## src/rtl/assert_macros.svh

```systemverilog
// shared assertion macros
`ifndef ASSERT_MACROS_SVH
`define ASSERT_MACROS_SVH

// same-cycle implication, disabled in reset
`define ASSERT_IMP(lbl, clk, rst_n, ante, cons) \
    lbl: assert property (@(posedge clk) disable iff (!(rst_n)) (ante) |-> (cons)) \
        else $error("assertion failed");

// next-cycle implication, disabled in reset
`define ASSERT_NXT(lbl, clk, rst_n, ante, cons) \
    lbl: assert property (@(posedge clk) disable iff (!(rst_n)) (ante) |=> (cons)) \
        else $error("assertion failed");

`endif

```

## src/rtl/ikv_pkg.sv

```systemverilog
`default_nettype none
package ikv_pkg;

    localparam int MAX_KEY_BYTES = 16;
    localparam int KEY_POS_W     = 5;
    localparam int KEY_BITS      = 128;

    localparam logic [KEY_POS_W-1:0] MAX_KEY_POS = KEY_POS_W'(MAX_KEY_BYTES);
    localparam logic [KEY_POS_W-1:0] KEY_POS_SAT = '1;
    localparam logic [7:0]           SEP_CHAR    = 8'h5C;
    localparam logic [7:0]           NUL_CHAR    = 8'h00;

    typedef enum logic [1:0] {
        CFG_KEY_LOW   = 2'd0,
        CFG_KEY_HIGH  = 2'd1,
        CFG_KEY_LEN   = 2'd2,
        CFG_VAL_LIMIT = 2'd3
    } t_cfg_idx;

    typedef enum logic [1:0] {
        PH_EXPECT = 2'd0,
        PH_KEY    = 2'd1,
        PH_VALUE  = 2'd2,
        PH_DONE   = 2'd3
    } t_phase;

    typedef struct packed {
        logic [KEY_BITS-1:0]  key_bytes;
        logic [KEY_POS_W-1:0] key_length;
        logic [7:0]           value_limit;
    } t_cfg;

    typedef struct packed {
        logic       valid;
        logic [7:0] value_char;
        logic       value_char_valid;
        logic       search_done;
        logic       key_found;
        logic [7:0] value_length;
    } t_result;

endpackage
`default_nettype wire

```

## src/rtl/infostring_key_value_extract_core.sv

```systemverilog
// channel  | direction | handshake                 | payload
// input    | in        | i_in_valid / o_in_ready   | i_in_char, i_is_last
// result   | out       | o_out_valid / i_out_ready | o_value_char .. o_value_length
// config   | in        | i_cfg_we                  | i_cfg_idx, i_cfg_wdata
//
// one character per clock sustained while the output is not stalled
// the input register feeds the parser, whose result lands in the output register
// a transaction that yields no result simply leaves the input register
// while the output is stalled the input register holds and o_in_ready follows it
// synchronous active-low reset: parser expects a leading backslash, value limit 255
`default_nettype none
module infostring_key_value_extract_core
    import ikv_pkg::*;
(
    input  wire logic        i_clk,
    input  wire logic        i_rst_n,
    input  wire logic        i_cfg_we,
    input  wire logic [1:0]  i_cfg_idx,
    input  wire logic [63:0] i_cfg_wdata,
    input  wire logic        i_in_valid,
    output logic             o_in_ready,
    input  wire logic [7:0]  i_in_char,
    input  wire logic        i_is_last,
    output logic             o_out_valid,
    input  wire logic        i_out_ready,
    output logic [7:0]       o_value_char,
    output logic             o_value_char_valid,
    output logic             o_search_done,
    output logic             o_key_found,
    output logic [7:0]       o_value_length
);

    t_cfg    cfg;
    t_result res;

    logic       r_in_valid;
    logic [7:0] r_in_char;
    logic       r_in_last;
    logic       r_out_valid;
    t_result    r_out;
    logic       adv;

    ikv_cfg_regs u_cfg (
        .i_clk       (i_clk),
        .i_rst_n     (i_rst_n),
        .i_cfg_we    (i_cfg_we),
        .i_cfg_idx   (i_cfg_idx),
        .i_cfg_wdata (i_cfg_wdata),
        .o_cfg       (cfg)
    );

    ikv_parse u_parse (
        .i_clk   (i_clk),
        .i_rst_n (i_rst_n),
        .i_cfg   (cfg),
        .i_step  (adv),
        .i_char  (r_in_char),
        .i_last  (r_in_last),
        .o_res   (res)
    );

    assign adv        = r_in_valid && (!r_out_valid || i_out_ready);
    assign o_in_ready = !r_in_valid || adv;

    always_ff @(posedge i_clk) begin
        if (!i_rst_n) begin
            r_in_valid <= 1'b0;
        end else if (o_in_ready) begin
            r_in_valid <= i_in_valid;
        end
    end

    always_ff @(posedge i_clk) begin
        if (o_in_ready && i_in_valid) begin
            r_in_char <= i_in_char;
            r_in_last <= i_is_last;
        end
    end

    always_ff @(posedge i_clk) begin
        if (!i_rst_n) begin
            r_out_valid <= 1'b0;
        end else if (adv) begin
            r_out_valid <= res.valid;
        end else if (i_out_ready) begin
            r_out_valid <= 1'b0;
        end
    end

    always_ff @(posedge i_clk) begin
        if (adv && res.valid) begin
            r_out <= res;
        end
    end

    assign o_out_valid        = r_out_valid;
    assign o_value_char       = r_out.value_char;
    assign o_value_char_valid = r_out.value_char_valid;
    assign o_search_done      = r_out.search_done;
    assign o_key_found        = r_out.key_found;
    assign o_value_length     = r_out.value_length;

endmodule
`default_nettype wire

```

## src/rtl/ikv_cfg_regs.sv

```systemverilog
`default_nettype none
module ikv_cfg_regs
    import ikv_pkg::*;
(
    input  wire logic        i_clk,
    input  wire logic        i_rst_n,
    input  wire logic        i_cfg_we,
    input  wire logic [1:0]  i_cfg_idx,
    input  wire logic [63:0] i_cfg_wdata,
    output t_cfg             o_cfg
);

    logic [63:0]          r_key_low;
    logic [63:0]          r_key_high;
    logic [KEY_POS_W-1:0] r_key_len;
    logic [7:0]           r_val_limit;

    always_ff @(posedge i_clk) begin
        if (!i_rst_n) begin
            r_key_low   <= '0;
            r_key_high  <= '0;
            r_key_len   <= '0;
            r_val_limit <= 8'hFF;
        end else if (i_cfg_we) begin
            case (t_cfg_idx'(i_cfg_idx))
                CFG_KEY_LOW:   r_key_low   <= i_cfg_wdata;
                CFG_KEY_HIGH:  r_key_high  <= i_cfg_wdata;
                CFG_KEY_LEN:   r_key_len   <= i_cfg_wdata[KEY_POS_W-1:0];
                CFG_VAL_LIMIT: r_val_limit <= i_cfg_wdata[7:0];
                default: begin
                end
            endcase
        end
    end

    assign o_cfg.key_bytes   = {r_key_high, r_key_low};
    assign o_cfg.key_length  = r_key_len;
    assign o_cfg.value_limit = r_val_limit;

endmodule
`default_nettype wire

```

## src/rtl/ikv_parse.sv

```systemverilog
`default_nettype none
`include "assert_macros.svh"
module ikv_parse
    import ikv_pkg::*;
(
    input  wire logic       i_clk,
    input  wire logic       i_rst_n,
    input  t_cfg            i_cfg,
    input  wire logic       i_step,
    input  wire logic [7:0] i_char,
    input  wire logic       i_last,
    output t_result         o_res
);

    t_phase               r_phase,   n_phase;
    logic [KEY_POS_W-1:0] r_key_pos, n_key_pos;
    logic                 r_differs, n_differs;
    logic                 r_matched, n_matched;
    logic [7:0]           r_count,   n_count;

    logic is_sep, is_nul, ends, match_now, byte_ne, emit_ok;

    assign is_sep    = (i_char == SEP_CHAR);
    assign is_nul    = (i_char == NUL_CHAR);
    assign ends      = i_last || is_nul;
    assign match_now = !r_differs && (r_key_pos == i_cfg.key_length);
    assign byte_ne   = (r_key_pos >= i_cfg.key_length) || (r_key_pos >= MAX_KEY_POS)
                     || (i_cfg.key_bytes[{r_key_pos[3:0], 3'b000} +: 8] != i_char);
    assign emit_ok   = r_matched && (r_count < i_cfg.value_limit);

    // next phase
    always_comb begin
        n_phase = r_phase;
        case (r_phase)
            PH_EXPECT: begin
                if (is_sep && !i_last) n_phase = PH_KEY;
                else                   n_phase = ends ? PH_EXPECT : PH_DONE;
            end
            PH_KEY: begin
                if (is_nul)      n_phase = PH_EXPECT;
                else if (is_sep) n_phase = i_last ? PH_EXPECT : PH_VALUE;
                else             n_phase = i_last ? PH_EXPECT : PH_KEY;
            end
            PH_VALUE: begin
                if (is_nul)         n_phase = PH_EXPECT;
                else if (is_sep && i_last) n_phase = PH_EXPECT;
                else if (is_sep)    n_phase = r_matched ? PH_DONE : PH_KEY;
                else                n_phase = i_last ? PH_EXPECT : PH_VALUE;
            end
            PH_DONE: begin
                if (ends) n_phase = PH_EXPECT;
            end
            default: n_phase = PH_EXPECT;
        endcase
    end

    // key tracking, value count and result
    always_comb begin
        n_key_pos = r_key_pos;
        n_differs = r_differs;
        n_matched = r_matched;
        n_count   = r_count;
        o_res     = '0;
        case (r_phase)
            PH_EXPECT: begin
                if (is_sep && !i_last) begin
                    n_key_pos = '0;
                    n_differs = 1'b0;
                    n_matched = 1'b0;
                    n_count   = '0;
                end else begin
                    o_res.valid       = 1'b1;
                    o_res.search_done = 1'b1;
                end
            end
            PH_KEY: begin
                if (is_nul) begin
                    o_res.valid       = 1'b1;
                    o_res.search_done = 1'b1;
                end else if (is_sep) begin
                    n_matched = match_now;
                    n_count   = '0;
                    if (i_last) begin
                        o_res.valid       = 1'b1;
                        o_res.search_done = 1'b1;
                        o_res.key_found   = match_now;
                    end
                end else begin
                    if (byte_ne) n_differs = 1'b1;
                    if (r_key_pos != KEY_POS_SAT) n_key_pos = r_key_pos + 1'b1;
                    if (i_last) begin
                        o_res.valid       = 1'b1;
                        o_res.search_done = 1'b1;
                    end
                end
            end
            PH_VALUE: begin
                if (is_nul) begin
                    o_res.valid        = 1'b1;
                    o_res.search_done  = 1'b1;
                    o_res.key_found    = r_matched;
                    o_res.value_length = r_matched ? r_count : 8'd0;
                end else if (is_sep) begin
                    if (r_matched) begin
                        o_res.valid        = 1'b1;
                        o_res.search_done  = 1'b1;
                        o_res.key_found    = 1'b1;
                        o_res.value_length = r_count;
                    end else if (i_last) begin
                        o_res.valid       = 1'b1;
                        o_res.search_done = 1'b1;
                    end else begin
                        n_key_pos = '0;
                        n_differs = 1'b0;
                        n_matched = 1'b0;
                        n_count   = '0;
                    end
                end else begin
                    if (emit_ok) n_count = r_count + 1'b1;
                    if (i_last) begin
                        o_res.valid            = 1'b1;
                        o_res.value_char       = emit_ok ? i_char : 8'd0;
                        o_res.value_char_valid = emit_ok;
                        o_res.search_done      = 1'b1;
                        o_res.key_found        = r_matched;
                        o_res.value_length     = r_matched ? n_count : 8'd0;
                    end else if (emit_ok) begin
                        o_res.valid            = 1'b1;
                        o_res.value_char       = i_char;
                        o_res.value_char_valid = 1'b1;
                    end
                end
            end
            PH_DONE: begin
            end
            default: begin
            end
        endcase
    end

    always_ff @(posedge i_clk) begin
        if (!i_rst_n) begin
            r_phase   <= PH_EXPECT;
            r_key_pos <= '0;
            r_differs <= 1'b0;
            r_matched <= 1'b0;
            r_count   <= '0;
        end else if (i_step) begin
            r_phase   <= n_phase;
            r_key_pos <= n_key_pos;
            r_differs <= n_differs;
            r_matched <= n_matched;
            r_count   <= n_count;
        end
    end

    `ASSERT_IMP(a_found_only_when_done, i_clk, i_rst_n, i_step && o_res.key_found, o_res.search_done)
    `ASSERT_IMP(a_byte_needs_match, i_clk, i_rst_n, i_step && o_res.value_char_valid, r_matched && r_phase == PH_VALUE)
    `ASSERT_NXT(a_done_leaves_search, i_clk, i_rst_n, i_step && o_res.search_done && !ends, r_phase == PH_DONE)

endmodule
`default_nettype wire
```

## config.mk

```make
export PLATFORM = sky130hd
export DESIGN_NAME = infostring_key_value_extract_core
export DESIGN_NICKNAME = d
export VERILOG_FILES = /design/src/rtl/ikv_pkg.sv /design/src/rtl/infostring_key_value_extract_core.sv /design/src/rtl/ikv_cfg_regs.sv /design/src/rtl/ikv_parse.sv
export VERILOG_INCLUDE_DIRS = /design/src /design/src/rtl
export SDC_FILE = /design/constraint.sdc
export NUM_CORES = 1
export LEC_CHECK = 0
export BUFFER_PORTS_ARGS = -buffer_cell sky130_fd_sc_hd__buf_2
export CORE_UTILIZATION = 60
export DETAILED_ROUTE_END_ITERATION = 8
export GPL_ROUTABILITY_DRIVEN = 0
export GPL_TIMING_DRIVEN = 1
export HOLD_SLACK_MARGIN = 0.08
export PLACE_DENSITY = 0.79
export SETUP_SLACK_MARGIN = 0.4
export SYNTH_ARGS = -nofsm -noshare
export SYNTH_HDL_FRONTEND = slang
export SYNTH_HIERARCHICAL = 1
export SYNTH_SLANG_ARGS = --single-unit
```

## constraint.sdc

```tcl
create_clock -name i_clk -period 8.1 [get_ports i_clk]
set_input_delay 1.62 -clock i_clk [delete_from_list [all_inputs] [get_ports i_clk]]
set_output_delay 1.62 -clock i_clk [all_outputs]
set_load 0.005 [all_outputs]
```

Word level (Yosys, flattened, before mapping)

Cells that the tools add are included.

Input bits: 80
Word-level logic and storage cells: 149
Bits in registers: 188

Bitwise gates (word level): 1
Eq/ne operators: 23
Add/subtract/negate cells: 2
Shifts and indexed selects: 1
Multiplexer cells: 70
Reductions and logical operators: 31
Order comparisons: 3

Operators with widths:

| operator                                              | count |
|---|---|
| variable part select 128 x 8 -> 8 bit                 | 1 |
| two-way mux 8 bit                                     | 11 |
| two-way mux 10 bit                                    | 5 |
| two-way mux 5 bit                                     | 8 |
| two-way mux 1 bit                                     | 26 |
| case mux 8 bit (3 select lines)                       | 1 |
| two-way mux 2 bit                                     | 11 |
| AND reduction 10 bit                                  | 2 |
| case mux 5 bit (3 select lines)                       | 1 |
| inequality test 2 x 1 -> 1 bit, second input constant | 6 |
| case mux 1 bit (3 select lines)                       | 4 |
| inequality test 2 bit, second input constant          | 5 |
| AND reduction 2 bit                                   | 5 |
| two-way mux 9 bit                                     | 1 |
| adder 8 x 1 -> 8 bit, second input constant           | 1 |
| equality test 2 bit, second input constant            | 4 |
| equality test 8 x 7 -> 1 bit, second input constant   | 1 |
| logical NOT 8 bit                                     | 1 |
| < comparator 8 bit                                    | 1 |
| inequality test 8 bit                                 | 1 |
| case mux 2 bit (4 select lines)                       | 1 |
| AND reduction 8 bit                                   | 1 |
| logical AND 1 bit                                     | 7 |
| AND reduction 7 bit                                   | 1 |
| other kinds (15)                                      | 25 |

Depth between registers and ports, before layout

Depth in word-level cells: 8
Mapped depth: 10
Mapped depth without buffers: 10

Cells and area by module

The synthesis kept the hierarchy.

By module, submodules not included:

| module                            | cells each | area an instance (sq um) | times used |
|---|---|---|---|
| ikv_cfg_regs                      | 540        | 5361.4                   | 1 |
| ikv_parse                         | 322        | 2979.1                   | 1 |
| infostring_key_value_extract_core | 41         | 953.4                    | 1 |

Worst setup path before layout

OpenSTA, ideal clock, no wires.

Kind: input-to-output
From: input port i_out_ready
To: output port o_in_ready
Cell stages on the path: 2
Path slack: 4.697 ns
Arrival: 1.783 ns
Path buffers: 0
Cells stage by stage: nor2b_4 nand2_1

Longest elaborated chain between the ends: 3

Ends and longest elaborated chain:

| what              | RTL line                                | source |
|---|---|---|
| start, declared   | infostring_key_value_extract_core.sv:25 | `input wire logic i_out_ready,` |
| logical OR 1 bit  | infostring_key_value_extract_core.sv:62 | `assign adv = r_in_valid && (!r_out_valid \|\| i_out_ready);` |
| logical AND 1 bit | infostring_key_value_extract_core.sv:62 |  |
| logical OR 1 bit  | infostring_key_value_extract_core.sv:63 | `assign o_in_ready = !r_in_valid \|\| adv;` |
| end, declared     | infostring_key_value_extract_core.sv:21 | `output logic o_in_ready,` |

No other way between the ends.

Worst setup path in the final report

Ends and elaborated chain as after synthesis.

==> summary.txt <==
Max-cap violations -> 0
Seq/Total Area, Yosys -> 43.5%
Least-Margin Pin Slew -> 1.14 ns
via count -> 6741
synth warn -> 6
die width -> 126 um
synthesized net count -> 1004
Area Overhead vs Synth -> 10.4%
number of gates resized after CTS -> 0
top-level port count -> 101
CP Data Required Time -> 6.48 ns
die area -> 16000 um^2
EDFF count, synth -> 28
Mapped Cells -> 903
ant diodes -> 0
final hold slack -> 0.457 ns
GRT overflow -> 0
share of cells above drive strength 1 -> 19.8%
DR pass1 iterations -> 8
PD cells -> 190 nW/um^2
most used cell, CP -> buf_2
H-tree levels -> 4
clock share of power -> 40.6%
Pint -> 1.48 mW
Starting Density -> 61.4%
Tcrit/Tclk final -> 45.2%
Max Clk Rate -> 0.273 GHz
number of distinct library cells after synthesis -> 63
CP top delay family -> buffers and inverters
clk root buf -> clkbuf_16
first-pass GRT wire length -> 31800 um
Worst-Skew Late Latency -> 0.43 ns
Setup Crit Path Kind -> primary input to output pin
post-cts hold buffer count -> 0
Worst Hold Launch -> u_cfg/r_key_low[60]
Critical Path Fanout Max -> 3
PortBufs -> 100
CP arrival -> 2.04 ns
Synth Cell Area -> 9290 um^2
Tmin final -> 3.66 ns
critical-path cell list -> buf_2, nor2b_4, nand2_1, buf_2
total track usage -> 25.2%
Die Y -> 126 um
Final Hold Viols -> 0
Final Skew -> 0.00908 ns
Placed Cells -> 1138
setup bufs post-CTS -> 0
vias in the first global route -> 6522
Clock transition at path regs -> 0.07 ns
setup slack, reg-to-reg -> 5.02 ns
worst vdd ir -> 0.179 mV
largest net degree at the start of global routing -> 114
TritonCTS clock tree -> yes
Psw -> 0.469 mW
Slew Viols, Final -> 0
drt wl/cell -> 16.5 um
outcome -> complete, no violations
WL final -> 19300 um
post-route insts no fill -> 1170
Sequential Power Share -> 51.3%
most common flop cell mapped by yosys -> dfxtp_1
initial DRC count -> 465
clock sink count -> 188
unrepaired setup endpoints after global routing -> false
CTS max path bufs -> 2
DRC viols -> 0
Setup violations, final -> 0
Worst path max stage delay -> 0.13 ns
Logic pwr share -> 8.0%
critical path launch point type -> primary input
Bufs and invs on worst path -> 2
Net Sw Frac -> 24.1%
TritonCTS Buffers -> 17
Setup crit end kind -> output pin
detailed placer's ending HPWL -> 12900 um
Worst Hold Class -> register to register
slowest CP cell -> buf_2
Worst slew margin -> 23.7%
initial antenna violation count -> 0
Setup TNS Final -> 0 ns
row cnt -> 45
Via density -> 5.76
#FFs+latches synth -> 188
Std-Cell Core Area -> 15100 um^2
fin nets -> 1070
Fillers -> 1203
Leakage -> 4.41 nW
Reg2Reg Launch Point -> u_parse/r_count[5]
syn_area_per_cell -> 10.3 um^2
ys async rst share -> 0%
Critical Path Start -> i_out_ready
Detail Route Antenna Nets -> 0
sequential cells by signal, summed over array words and instances (netlist names), 2 cells and up:
name,flops
o_value_char,8
u_cfg/r_key_len,5
o_value_length,8
u_cfg/r_key_high,64
u_parse/r_phase,2
u_parse/r_count,8
u_parse/r_key_pos,5
u_cfg/r_val_limit,8
u_cfg/r_key_low,64
r_in_char,8
cell families after synthesis:
kind of cell             count (synthesis)  synth area share, %
AO/OA/AOI/OAI                           91                 7.22
XOR/XNOR                                 8                0.754
adder cells (fa/ha/maj)                 21                 2.83
buffers and inverters                   86                 5.26
flip-flops                             188                 43.5
multiplexers                           175                 23.5
AND/OR/NAND/NOR                        334                 17.0
layout by cell type, fill, tap and decap left out, types with 11 or more instances in the layout:
cell,Yosys,routed
nand2_1,228,228
dfxtp_1,160,159
mux2i_1,139,139
buf_2,18,99
mux4_2,34,34
edfxtp_1,28,28
inv_1,25,25
ha_1,21,21
clkbuf_16,0,17
nand4_1,14,14
and2_1,13,13
o211ai_1,13,13
a21o_1,13,13
nor2_1,12,12
nor2b_1,12,12
a21oi_1,11,11
nand3_1,11,11
worst reg2reg max path: stages, from the launching register on:
cell and delay [ns]:
dfxtp_1 0.47, ha_1 0.30, a21o_1 0.17, a21o_1 0.18, a21oi_1 0.45, o21ai_1 0.31, a21o_1 0.25, a31oi_1 0.17
nand2_1 0.09, nor2_1 0.10, buf_4 0.27
metal layers:
layer / up-vias / GRT usage, % / part of all wire (%)
li1: 3329 / - / -
met3: 27 / 4.18 / 3.4
met4: 0 / 8.93 / 1.6
met5: - / 0 / 0
met2: 143 / 44.5 / 51
met1: 3242 / 31.1 / 44
final timing paths:
path,cells past startpoint,to
setup / recovery,4,o_in_ready
hold / removal,2,u_cfg/r_key_low[60]
setup reg to reg,10,o_value_length[6]
hold reg to reg,2,u_cfg/r_key_low[60]
cells in the mapped netlist, drive strengths merged, types with 2 or more instances:
library cell    n  area (um^2)
nor4            3         37.5
a22oi           8         60.1
dfxtp         160         3200
a22o            6         52.6
nand2         228          856
and2           15         96.4
or3             3         18.8
nor2           13         51.3
xor2            7         61.3
edfxtp         28          841
mux4           34          766
and3            8         50.1
nand4          16          130
nand3b          3         35.0
ha             21          263
inv            25         93.8
nand2b          6         45.0
or4             5         41.3
o22ai           2         12.5
o41ai           3         33.8
and4            3         26.3
a31oi           8         50.1
o21ai          11         55.1
a41o            2         20.0
mux2i         139         1390
o211ai         13         97.6
o2111ai         3         26.3
mux2            2         22.5
nand3          11         55.1
nor3            3         15.0
buf            41          320
a21oi          12         63.8
a21boi          2         15.0
a221oi          2         17.5
a21o           13         97.6
nor2b          14         97.6
clkbuf         20         75.1
power by group through the flow:
stage                     Sequential (mW)  Clock, mW  Combinational (mW)
after floorplan                      1.02          0               0.113
after global placement               1.02          0               0.153
after detailed placement             1.02          0               0.156
after CTS                            1.00      0.806               0.157
after global routing                 1.01      0.847               0.172
final                                1.00      0.793               0.157
cell type report:
type / instances / area (um^2) / share of cell area, %
Clock buffer: 19 / 443 / 4.31
Clock inverter: 13 / 115 / 1.12
Inverter: 25 / 93.8 / 0.914
Multi-Input combinational cell: 629 / 4770 / 46.4
Sequential cell: 188 / 4050 / 39.4
Tap cell: 188 / 235 / 2.29
Timing Repair Buffer: 108 / 567 / 5.52
stage by stage:
| step | util, % | instance area, um^2 | power, mW | setup slack (ns) |
|---|---|---|---|---|
| floorplan | - | 9290 | 1.13 | 4.70 |
| global placement | 64.1 | 9710 | 1.17 | 4.45 |
| detailed placement | 64.1 | 9710 | 1.18 | 4.42 |
| CTS | 67.8 | 10300 | 1.96 | 4.42 |
| global route | 67.8 | 10300 | 2.02 | 4.40 |
| finish | 67.8 | 10300 | 1.95 | 4.44 |
Note: power is estimated with default switching activity, not from simulation.
